===== config.mk =====
export PLATFORM = sky130hd
export DESIGN_NAME = delta_width_selector_core_flat
export DESIGN_NICKNAME = d
export VERILOG_FILES = /design/src/design/dws_pkg.sv /design/src/design/dws_if.sv /design/src/design/dws_delta_track.sv /design/src/design/dws_width_pick.sv /design/src/design/delta_width_selector_core.sv /design/src/flat_wrapper.sv
export SDC_FILE = /design/constraint.sdc
export NUM_CORES = 2
export LEC_CHECK = 0
export ABC_AREA = 1
export CAP_MARGIN = 5
export CORE_UTILIZATION = 48
export CTS_CLUSTER_DIAMETER = 200
export DETAILED_ROUTE_END_ITERATION = 10
export DONT_BUFFER_PORTS = 1
export GPL_TIMING_DRIVEN = 0
export PLACE_DENSITY = 0.67
export REMOVE_ABC_BUFFERS = 1
export SLEW_MARGIN = 10
export SYNTH_ARGS = -nofsm -noshare
export SYNTH_HDL_FRONTEND = slang
export SYNTH_HIERARCHICAL = 1
export SYNTH_SLANG_ARGS = --single-unit
export TNS_END_PERCENT = 100

===== constraint.sdc =====
create_clock -name clk -period 14.3 [get_ports clk]
set_input_delay 2.86 -clock clk [delete_from_list [all_inputs] [get_ports clk]]
set_output_delay 2.86 -clock clk [all_outputs]
set_load 0.1 [all_outputs]

===== src/design/dws_pkg.sv =====
`timescale 1ns / 1ps
`default_nettype none
// ----------------------------------------------------------------------------
// dws_pkg
// Shared types, constants and a helper function of the delta width selector.
// ----------------------------------------------------------------------------
package dws_pkg;

    localparam int DATA_W   = 64;
    localparam int VWIDTH_W = 7;
    localparam int HDR_W    = 8;

    localparam logic [VWIDTH_W-1:0] FULL_WIDTH  = 7'd64;
    localparam logic [VWIDTH_W-1:0] MIN_WIDTH   = 7'd1;
    localparam logic [VWIDTH_W-1:0] ZERO_WIDTH  = 7'd0;

    localparam int CFG_IDX_W = 1;
    localparam logic [CFG_IDX_W-1:0] CFG_VALUE_WIDTH   = 1'd0;
    localparam logic [CFG_IDX_W-1:0] CFG_OPTIONAL_FLAG = 1'd1;
    localparam int CFG_DATA_W = 7;

    typedef enum logic {
        OP_BASE  = 1'b0,
        OP_VALUE = 1'b1
    } dws_opcode_t;

    typedef struct packed {
        logic              all_equal;
        logic [DATA_W-1:0] max_unsigned;
        logic [DATA_W-1:0] max_positive;
        logic [DATA_W-1:0] max_negative;
    } dws_summary_t;

    function automatic logic [VWIDTH_W-1:0] bit_length(input logic [DATA_W-1:0] x);
        logic [VWIDTH_W-1:0] n;
        n = ZERO_WIDTH;
        for (int i = 0; i < DATA_W; i++)
        begin
            if (x[i])
            begin
                n = VWIDTH_W'(i + 1);
            end
        end
        return n;
    endfunction

endpackage
`default_nettype wire


===== src/design/dws_if.sv =====
`timescale 1ns / 1ps
`default_nettype none
// ----------------------------------------------------------------------------
// dws_item_if / dws_result_if
// Valid/ready channels for input items and for width selection results.
// ----------------------------------------------------------------------------
interface dws_item_if
    import dws_pkg::*;
();
    logic                valid;
    logic                ready;
    dws_opcode_t         opcode;
    logic [DATA_W-1:0]   data;
    logic                last;

    modport source (output valid, output opcode, output data, output last, input ready);
    modport sink   (input valid, input opcode, input data, input last, output ready);
endinterface

interface dws_result_if
    import dws_pkg::*;
();
    logic                valid;
    logic                ready;
    logic [VWIDTH_W-1:0] delta_width;
    logic                signed_mode;
    logic [HDR_W-1:0]    header;

    modport source (output valid, output delta_width, output signed_mode, output header,
                    input ready);
    modport sink   (input valid, input delta_width, input signed_mode, input header,
                    output ready);
endinterface
`default_nettype wire


===== src/design/dws_delta_track.sv =====
`timescale 1ns / 1ps
`default_nettype none
// ----------------------------------------------------------------------------
// dws_delta_track
// Batch state: previous value, base value, the three delta maxima and the
// all-equal flag, updated once per consumed item.
// ----------------------------------------------------------------------------
module dws_delta_track
    import dws_pkg::*;
(
    input  wire logic                clk,
    input  wire logic                rst_n,
    input  wire logic                upd_en,
    input  wire dws_opcode_t         opcode,
    input  wire logic [DATA_W-1:0]   data,
    input  wire logic                last,
    input  wire logic [VWIDTH_W-1:0] value_width,
    output dws_summary_t             summary
);

    logic [DATA_W-1:0] prev_reg, prev_next;
    logic [DATA_W-1:0] base_reg, base_next;
    dws_summary_t      acc_reg, acc_next;

    logic [DATA_W-1:0] mask;
    logic [DATA_W-1:0] fwd;
    logic [DATA_W-1:0] bwd;
    dws_summary_t      upd;

    always_comb
    begin
        if (value_width >= FULL_WIDTH)
        begin
            mask = '1;
        end
        else if (value_width == ZERO_WIDTH)
        begin
            mask = DATA_W'(1);
        end
        else
        begin
            mask = (DATA_W'(1) << value_width[5:0]) - DATA_W'(1);
        end
        fwd = (data - prev_reg) & mask;
        bwd = (prev_reg - data) & mask;
    end

    always_comb
    begin
        upd       = acc_reg;
        base_next = base_reg;
        unique case (opcode)
            OP_BASE:
            begin
                base_next = data;
                upd       = '{all_equal: 1'b1, default: '0};
            end
            OP_VALUE:
            begin
                if (fwd > acc_reg.max_unsigned)
                begin
                    upd.max_unsigned = fwd;
                end
                if (fwd < bwd)
                begin
                    if (fwd > acc_reg.max_positive)
                    begin
                        upd.max_positive = fwd;
                    end
                end
                else if (bwd > acc_reg.max_negative)
                begin
                    upd.max_negative = bwd;
                end
                upd.all_equal = acc_reg.all_equal & (data == base_reg);
            end
            default:
            begin
                upd = acc_reg;
            end
        endcase
        summary = upd;
    end

    always_comb
    begin
        prev_next = prev_reg;
        acc_next  = acc_reg;
        if (upd_en)
        begin
            if (last)
            begin
                prev_next = base_next;
                acc_next  = '{all_equal: 1'b1, default: '0};
            end
            else
            begin
                prev_next = (opcode == OP_BASE) ? base_next : data;
                acc_next  = upd;
            end
        end
    end

    always_ff @(posedge clk or negedge rst_n)
    begin
        if (!rst_n)
        begin
            prev_reg <= '0;
            base_reg <= '0;
            acc_reg  <= '{all_equal: 1'b1, default: '0};
        end
        else if (upd_en)
        begin
            prev_reg <= prev_next;
            base_reg <= base_next;
            acc_reg  <= acc_next;
        end
    end

endmodule
`default_nettype wire


===== src/design/dws_width_pick.sv =====
`timescale 1ns / 1ps
`default_nettype none
// ----------------------------------------------------------------------------
// dws_width_pick
// Holds the batch summary of a finished batch, picks the delta width and
// signedness from it and presents the result in an output register.
// ----------------------------------------------------------------------------
module dws_width_pick
    import dws_pkg::*;
(
    input  wire logic         clk,
    input  wire logic         rst_n,
    input  wire logic         load,
    input  wire dws_summary_t summary_in,
    input  wire logic         optional_flag,
    output logic              free,
    dws_result_if.source      result
);

    logic                sum_valid_reg, sum_valid_next;
    dws_summary_t        sum_reg;
    logic                out_valid_reg, out_valid_next;
    logic [VWIDTH_W-1:0] width_reg;
    logic                sgn_reg;
    logic [HDR_W-1:0]    header_reg;

    logic                out_take;
    logic [VWIDTH_W-1:0] wu;
    logic [VWIDTH_W-1:0] wp;
    logic [VWIDTH_W-1:0] wn;
    logic [VWIDTH_W-1:0] ws;
    logic [VWIDTH_W-1:0] width_sel;
    logic                sgn_sel;
    logic [VWIDTH_W-1:0] width_m1;

    assign out_take = !out_valid_reg || result.ready;
    assign free     = !sum_valid_reg || out_take;

    always_comb
    begin
        wu = bit_length(sum_reg.max_unsigned);
        if (wu == ZERO_WIDTH)
        begin
            wu = MIN_WIDTH;
        end
        wp = bit_length(sum_reg.max_positive);
        wn = (sum_reg.max_negative == '0) ? ZERO_WIDTH
                                          : bit_length(sum_reg.max_negative - DATA_W'(1));
        ws = MIN_WIDTH + ((wp > wn) ? wp : wn);
        if (sum_reg.all_equal)
        begin
            width_sel = FULL_WIDTH;
            sgn_sel   = 1'b1;
        end
        else
        begin
            sgn_sel   = ws < wu;
            width_sel = sgn_sel ? ws : wu;
        end
        width_m1 = width_sel - MIN_WIDTH;
    end

    always_comb
    begin
        sum_valid_next = load || (sum_valid_reg && !out_take);
        out_valid_next = out_take ? sum_valid_reg : 1'b1;
    end

    always_ff @(posedge clk or negedge rst_n)
    begin
        if (!rst_n)
        begin
            sum_valid_reg <= 1'b0;
            out_valid_reg <= 1'b0;
        end
        else
        begin
            sum_valid_reg <= sum_valid_next;
            out_valid_reg <= out_valid_next;
        end
    end

    always_ff @(posedge clk)
    begin
        if (load)
        begin
            sum_reg <= summary_in;
        end
        if (out_take && sum_valid_reg)
        begin
            width_reg  <= width_sel;
            sgn_reg    <= sgn_sel;
            header_reg <= {optional_flag, sgn_sel, width_m1[5:0]};
        end
    end

    assign result.valid       = out_valid_reg;
    assign result.delta_width = width_reg;
    assign result.signed_mode = sgn_reg;
    assign result.header      = header_reg;

endmodule
`default_nettype wire


===== src/design/delta_width_selector_core.sv =====
`timescale 1ns / 1ps
`default_nettype none
// ----------------------------------------------------------------------------
// delta_width_selector_core
// Selects the delta encoding width and signedness of a batch of values.
// ----------------------------------------------------------------------------
// An item is taken into an input register and updates the batch maxima as it
// leaves it; a new item can be transferred in every cycle. A base item opens a
// batch and an item marked last closes it and yields one result: the batch
// summary is snapshot into a summary register, then the width is picked into
// the output register. Results queue in these two stages, so a stalled result
// port holds off new items only once both are full and a last item waits. The
// register writes to value_width and optional_flag take effect at once and are
// meant for idle periods between batches.
// ----------------------------------------------------------------------------
module delta_width_selector_core
    import dws_pkg::*;
(
    input  wire logic                  clk,
    input  wire logic                  rst_n,
    dws_item_if.sink                   item,
    dws_result_if.source               result,
    input  wire logic                  cfg_we,
    input  wire logic [CFG_IDX_W-1:0]  cfg_index,
    input  wire logic [CFG_DATA_W-1:0] cfg_data
);

    logic [VWIDTH_W-1:0] vwidth_reg;
    logic                optional_reg;

    logic                a_valid_reg, a_valid_next;
    dws_opcode_t         a_opcode_reg;
    logic [DATA_W-1:0]   a_data_reg;
    logic                a_last_reg;

    logic                a_consume;
    logic                pick_free;
    logic                item_xfer;
    dws_summary_t        summary;

    always_ff @(posedge clk or negedge rst_n)
    begin
        if (!rst_n)
        begin
            vwidth_reg   <= FULL_WIDTH;
            optional_reg <= 1'b0;
        end
        else if (cfg_we)
        begin
            unique case (cfg_index)
                CFG_VALUE_WIDTH:
                begin
                    vwidth_reg <= cfg_data[VWIDTH_W-1:0];
                end
                CFG_OPTIONAL_FLAG:
                begin
                    optional_reg <= cfg_data[0];
                end
                default:
                begin
                    optional_reg <= optional_reg;
                end
            endcase
        end
    end

    assign a_consume  = a_valid_reg && (!a_last_reg || pick_free);
    assign item.ready = !a_valid_reg || a_consume;
    assign item_xfer  = item.valid && item.ready;

    always_comb
    begin
        a_valid_next = a_valid_reg;
        if (item_xfer)
        begin
            a_valid_next = 1'b1;
        end
        else if (a_consume)
        begin
            a_valid_next = 1'b0;
        end
    end

    always_ff @(posedge clk or negedge rst_n)
    begin
        if (!rst_n)
        begin
            a_valid_reg <= 1'b0;
        end
        else
        begin
            a_valid_reg <= a_valid_next;
        end
    end

    always_ff @(posedge clk)
    begin
        if (item_xfer)
        begin
            a_opcode_reg <= item.opcode;
            a_data_reg   <= item.data;
            a_last_reg   <= item.last;
        end
    end

    dws_delta_track u_track (
        .clk         (clk),
        .rst_n       (rst_n),
        .upd_en      (a_consume),
        .opcode      (a_opcode_reg),
        .data        (a_data_reg),
        .last        (a_last_reg),
        .value_width (vwidth_reg),
        .summary     (summary)
    );

    dws_width_pick u_pick (
        .clk           (clk),
        .rst_n         (rst_n),
        .load          (a_consume && a_last_reg),
        .summary_in    (summary),
        .optional_flag (optional_reg),
        .free          (pick_free),
        .result        (result)
    );

endmodule
`default_nettype wire


===== src/flat_wrapper.sv =====
// flat-port wrapper written by rule: the top's interface ports become plain ports
module delta_width_selector_core_flat import dws_pkg::*;
  (clk, rst_n, cfg_we, cfg_index, cfg_data, item_valid, item_opcode, item_data, item_last, item_ready, result_valid, result_delta_width, result_signed_mode, result_header, result_ready);
  dws_item_if item_i ();
  dws_result_if result_i ();
  input  wire logic clk;
  input  wire logic rst_n;
  input  wire logic cfg_we;
  input  wire logic [CFG_IDX_W-1:0] cfg_index;
  input  wire logic [CFG_DATA_W-1:0] cfg_data;
  input wire logic [$bits(item_i.valid)-1:0] item_valid;
  input wire logic [$bits(item_i.opcode)-1:0] item_opcode;
  input wire logic [$bits(item_i.data)-1:0] item_data;
  input wire logic [$bits(item_i.last)-1:0] item_last;
  output wire logic [$bits(item_i.ready)-1:0] item_ready;
  output wire logic [$bits(result_i.valid)-1:0] result_valid;
  output wire logic [$bits(result_i.delta_width)-1:0] result_delta_width;
  output wire logic [$bits(result_i.signed_mode)-1:0] result_signed_mode;
  output wire logic [$bits(result_i.header)-1:0] result_header;
  input wire logic [$bits(result_i.ready)-1:0] result_ready;
  assign item_i.valid = item_valid;
  assign item_i.opcode = item_opcode;
  assign item_i.data = item_data;
  assign item_i.last = item_last;
  assign item_ready = item_i.ready;
  assign result_valid = result_i.valid;
  assign result_delta_width = result_i.delta_width;
  assign result_signed_mode = result_i.signed_mode;
  assign result_header = result_i.header;
  assign result_i.ready = result_ready;
  delta_width_selector_core u_core (.clk(clk), .rst_n(rst_n), .item(item_i), .result(result_i), .cfg_we(cfg_we), .cfg_index(cfg_index), .cfg_data(cfg_data));
endmodule

## After elaboration in Yosys (flattened, before gate mapping)

Index checks and enable logic that the tools add are counted.

- Bits in registers: 607
- Input bits: 79
- Output and inout port bits: 18
- Logic and storage cells: 275

- Add/subtract/negate cells: 6
- $lt $le $gt $ge: 7
- Equality and inequality tests: 1
- Shifts and indexed selects: 1
- Mux-type cells: 213
- Bitwise logic cells: 5
- Reductions and logical operators: 21

Operator list:

| kind | count |
|---|---|
| 7-bit 2-to-1 mux | 193 |
| 64-bit 2-to-1 mux | 10 |
| 193-bit case mux with 2 select lines | 1 |
| 193-bit 2-to-1 mux | 1 |
| 64-bit > comparator | 3 |
| 64-bit bitwise AND | 2 |
| 64-bit subtractor | 2 |
| 64-bit == test | 1 |
| 64-bit zero test | 1 |
| 64-bit less-than comparator | 1 |
| 1-bit by 6-bit << shifter with 64-bit output, first input constant | 1 |
| 64-bit by 1-bit subtractor with 64-bit output, second input constant | 1 |
| 64-bit by 2-bit subtractor with 64-bit output, second input constant | 1 |
| 7-bit zero test | 2 |
| 1-bit by 7-bit adder with 7-bit output, first input constant | 1 |
| 7-bit >= comparator, second input constant | 1 |
| 7-bit > comparator | 1 |
| 7-bit less-than comparator | 1 |
| 1-bit 2-to-1 mux | 7 |
| 6-bit by 1-bit subtractor with 6-bit output, second input constant | 1 |
| 1-bit logical AND | 5 |
| 1-bit zero test | 5 |
| 1-bit logical OR | 5 |
| 2-bit AND reduction | 2 |
| other kinds (4) | 5 |

## Longest topological paths before layout

- Depth in word-level cells: 73
- Depth in mapped cells: 93
- Mapped depth without buffers: 92

## Modules after synthesis

Netlist, hierarchy kept.

By module, submodules not included:

| module | instances | cells an instance | area each (um^2) |
|---|---|---|---|
| dws_delta_track | 1 | 5313 | 35054.9 |
| dws_width_pick | 1 | 1240 | 11136.9 |
| delta_width_selector_core | 1 | 112 | 2381.0 |

## Worst setup path after synthesis

No wires, ideal clock.

- Path type: register -> register
- Start: register u_core/u_pick/sum_reg[4] in the netlist's numbering
- End: register u_core.u_pick.header_reg[4], in the netlist u_core/u_pick/result.header[4], data pin
- Arrival time: 7.182 ns
- Data required time: 14.041 ns
- Setup slack: 6.858 ns
- Cell stages (with the launch flop): 48
- Buffers on the path: 1
- Cell sequence: edfxtp_1 > nor2_1 > nand3_1 > nand3b_4 > nor2_4 > inv_2 > nor2_4 > nand3_1 > nor3_2 > nand3_1 > nor3_1 > nand3_1 > nor4_2 > nand2_1 > inv_2 > nand3_1 > inv_2 > nand2_1 > (+12 left out) > clkbuf_1 > inv_1 > nand3_2 > nand2_2 > ha_1 > nand3_1 > nor3b_1 > xor2_1 > ha_1 > nand2_1 > nor2_1 > a211oi_1 > nand2_4 > nand2_1 > nand3_2 > ha_1 > nand3_1 > xor2_1

- Cells in the longest elaborated chain, start to end: 69

RTL lines:

| element | line | RTL |
|---|---|---|
| start, declared | dws_width_pick.sv:21 | `dws_summary_t sum_reg;` |
| start signal, assigned | dws_width_pick.sv:87 | `sum_reg <= summary_in;` |
| 64-bit by 1-bit subtractor with 64-bit output | dws_width_pick.sv:48 | `: bit_length(sum_reg.max_negative - DATA_W'(1));` |
| 7-bit 2-to-1 mux (60 in a row) | dws_pkg.sv:39 | `if (x[i])` |
| 7-bit 2-to-1 mux * | dws_width_pick.sv:47 | `wn = (sum_reg.max_negative == '0) ? ZERO_WIDTH` |
| 7-bit > comparator | dws_width_pick.sv:49 | `ws = MIN_WIDTH + ((wp > wn) ? wp : wn);` |
| 7-bit 2-to-1 mux * | dws_width_pick.sv:49 |  |
| 1-bit by 7-bit adder with 7-bit output * | dws_width_pick.sv:49 |  |
| 7-bit less-than comparator | dws_width_pick.sv:57 | `sgn_sel = ws < wu;` |
| 7-bit 2-to-1 mux * | dws_width_pick.sv:58 | `width_sel = sgn_sel ? ws : wu;` |
| 7-bit 2-to-1 mux * | dws_width_pick.sv:50 | `if (sum_reg.all_equal)` |
| 6-bit by 1-bit subtractor with 6-bit output * | dws_width_pick.sv:60 | `width_m1 = width_sel - MIN_WIDTH;` |
| named net u_core.u_pick.width_m1[4] | dws_width_pick.sv:34 | `logic [VWIDTH_W-1:0] width_m1;` |
| end signal, assigned | dws_width_pick.sv:93 | `header_reg <= {optional_flag, sgn_sel, width_m1[5:0]};` |
| end, declared | dws_width_pick.sv:25 | `logic [HDR_W-1:0] header_reg;` |

Mark *: on every way through the listed nets, which the timed path passes. The rest lies on a longest branch.
A chain may end at the register's enable or synchronous reset.

==> summary.md <==
| Metric | Value |
|---|---|
| Run status | complete, no violations |
| Register bit count reported by yosys | between 600 and 700 |
| CTS tree | yes |
| Clock buffer depth | 3 |
| CTS Sinks | between 600 and 700 |
| Area of the core | roughly 0.1 mm^2 |
| Largest net degree at the start of global routing | 333 |
| Setup Buffers After CTS | 0 |
| Most used cell, CP | nand2_1 |
| Maxcap violations | 0 |
| Root buf cell | clkbuf_16 |
| CP max-delay cell | dfrtp_1 |
| Die W | between 300 and 400 um |
| Fin. max-slew vios | 0 |
| Tot Pwr | between 10 and 15 mW |
| Area growth syn-to-layout | 7.94% |
| DR vias/cell | roughly 5.6 |
| Crit end category | register |
| Cell variety after synth | 73 |
| Static Leak | 26.3 nW |
| Final period utilization | slightly below 70% |
| Via count | approximately 44000 |
| Die height | 320 um |
| Min-delay worst type | register to register |
| Nature of the critical path startpoint | register |
| Post-synth top flop | dfrtp_1 |
| DR DRC count | 0 |
| Row count | between 100 and 150 |
| Drt first pass iters | 8 |
| # setup viols final | 0 |
| 1st-iter DRT viols | 3769 |
| Vias in the first global route | 42000 |
| Routed Antenna Nets | 0 |
| Worst slew pin tran | approximately 1.3 ns |
| Clock transition at path regs | ~0.060 ns |
| First-pass GRT wire length | 234000 um |
| Share of cells above drive strength 1 | slightly above 5% |
| Pre-CTS setup slack | approximately 4.7 ns |
| Avg Cell Area, Syn | around 7.3 um^2 |
| Initial Util | about half |
| Mapped Area | about 0.049 mm^2 |
| Diode count | 0 |
| Fmax | ~100 MHz |
| Pwr/cell area | about 220 mW/mm^2 |
| Nets | ~7000 |
| Port bufs | 0 |
| Critical path arrival | ~10 ns |
| Minimum clock period | about 9.8 ns |
| Critical path required time | between 10 and 15 ns |
| Min setup slack post-route | 4.55 ns |
| Slowest cell delay on critical path | around 0.86 ns |
| Wirelength, routed | between 150000 and 200000 um |
| WS Path Type | register to register |
| DPL Wire Length | 117000 um |
| Initial antenna violation count | 0 |
| H-tree depth | 3 |
| Fin Clk Skew | 0.0314 ns |
| Fraction of registers with async set/reset | a little over half |
| Yosys warns | 6 |
| Post-synth EDFFs | 274 |
| Post-synthesis sequential area ratio | 34.0% |
| CTS resizes | 0 |
| Global route overflow | 0 |
| Syn Inst Count | approximately 6700 |
| RSZ-0062 raised after global routing | no |
| Rel. slew slack | between 15 and 20% |
| CTS buffer count | 74 |
| Hold Buf Count CTS | 0 |
| Crit path max fanout | 47 |
| Placer Congestion | a little under 1 |
| DR WL/cell | ~19 um |
| GRT Total Usage | between 20 and 30% |
| Final hold viol count | 0 |
| I/O Pins | 97 |
| Worst-Skew Late Latency | about 0.67 ns |
| Final Util | between 50% and 60% |
| Maximum vdd drop | approximately 0.36 mV |
| Die Area | 0.102 mm^2 |
layout make-up:
type | instances | area [um^2]
sequential | 606 | 16500
fill | 9739 | 47700
inverter | 1181 | 4460
tap | 1298 | 1620
clock buffer | 93 | 1990
multi-input combinational | 4644 | 26500
timing repair buffer | 41 | 883
clock inverter | 42 | 424
layout by cell type (no fill, tap or decap), types with 167 or more instances in the layout:
cell type,n
nand2_1,1497
o21ai_0,322
dfrtp_1,330
nand3_1,272
edfxtp_1,274
nor2_1,585
inv_1,1153
a21oi_1,419
xor2_1,167
nand4_1,213
ha_1,396
stage by stage:
stage	setup TNS, ns	hold slack (ns)	std cells	area (um^2)
floorplan	-2355.16	0.425	6431	47400
global placement	-9370.95	0.462	7729	49000
detailed placement	0	0.466	7770	50000
CTS	0	0.481	7905	52400
global route	0	0.501	7905	52400
finish	0	0.478	7905	52400
cells in the mapped netlist, types with 73 or more instances:
master / number / area [um^2]
edfxtp_1: 274 / 8230
nand4_1: 213 / 1330
and3_1: 73 / 457
nand3_1: 273 / 1370
a21oi_1: 420 / 2100
ha_1: 396 / 4950
clkbuf_1: 147 / 552
o21ai_0: 322 / 1610
inv_1: 1156 / 4340
o221ai_1: 74 / 648
nand2_1: 1499 / 5630
dfrtp_1: 330 / 8260
nor2_1: 587 / 2200
xor2_1: 167 / 1460
where the power goes:
group          switching, mW  total [mW]  internal, mW
Sequential             0.369        2.85          2.48
Combinational           4.71        6.96          2.24
Clock                  0.791        1.90          1.11
Total                   5.87        11.7          5.83
worst paths after layout:
kind	endpoint	slack (ns)	depth (start not counted)	from
worst max-delay path	u_core/u_pick/sum_reg[186]	4.55	34	u_core/vwidth_reg[3]
worst min-delay path	u_core/u_track/acc_reg[142]	0.48	2	u_core/u_track/acc_reg[142]
worst max register to register	u_core/u_pick/sum_reg[186]	4.55	34	u_core/vwidth_reg[3]
worst min register to register	u_core/u_track/acc_reg[142]	0.48	2	u_core/u_track/acc_reg[142]
max in group asynchronous	u_core/u_track/acc_reg[109]	11.81	0	rst_n
min in group asynchronous	u_core/u_track/base_reg[7]	1.91	0	rst_n
cells by family after synthesis:
group | count (synthesis) | share of synthesized area [%]
flip-flops | 606 | 34.0
AND/OR/NAND/NOR | 2896 | 26.7
AO/OA/AOI/OAI | 1127 | 13.4
XOR/XNOR | 223 | 4.02
buffers and inverters | 1415 | 11.5
adder cells (fa/ha/maj) | 398 | 10.3
worst max-delay path, delay by kind of cell, from the launching register on:
| family | cells | cell delay, ns |
|---|---|---|
| and+or+nand+nor | 24 | 5.67 |
| buffers and inverters | 7 | 2.11 |
| DFF | 1 | 0.86 |
| adders and majority gates | 2 | 0.58 |
| xor gates and xnor gates | 1 | 0.15 |
per-layer routing:
layer  wire length [um]  global-route usage, %
met3               8680                   3.20
met4               6930                   13.5
met2              69800                   48.2
met1              65300                   38.6
met5                  0                      0
(Power assumes the default switching activity.)
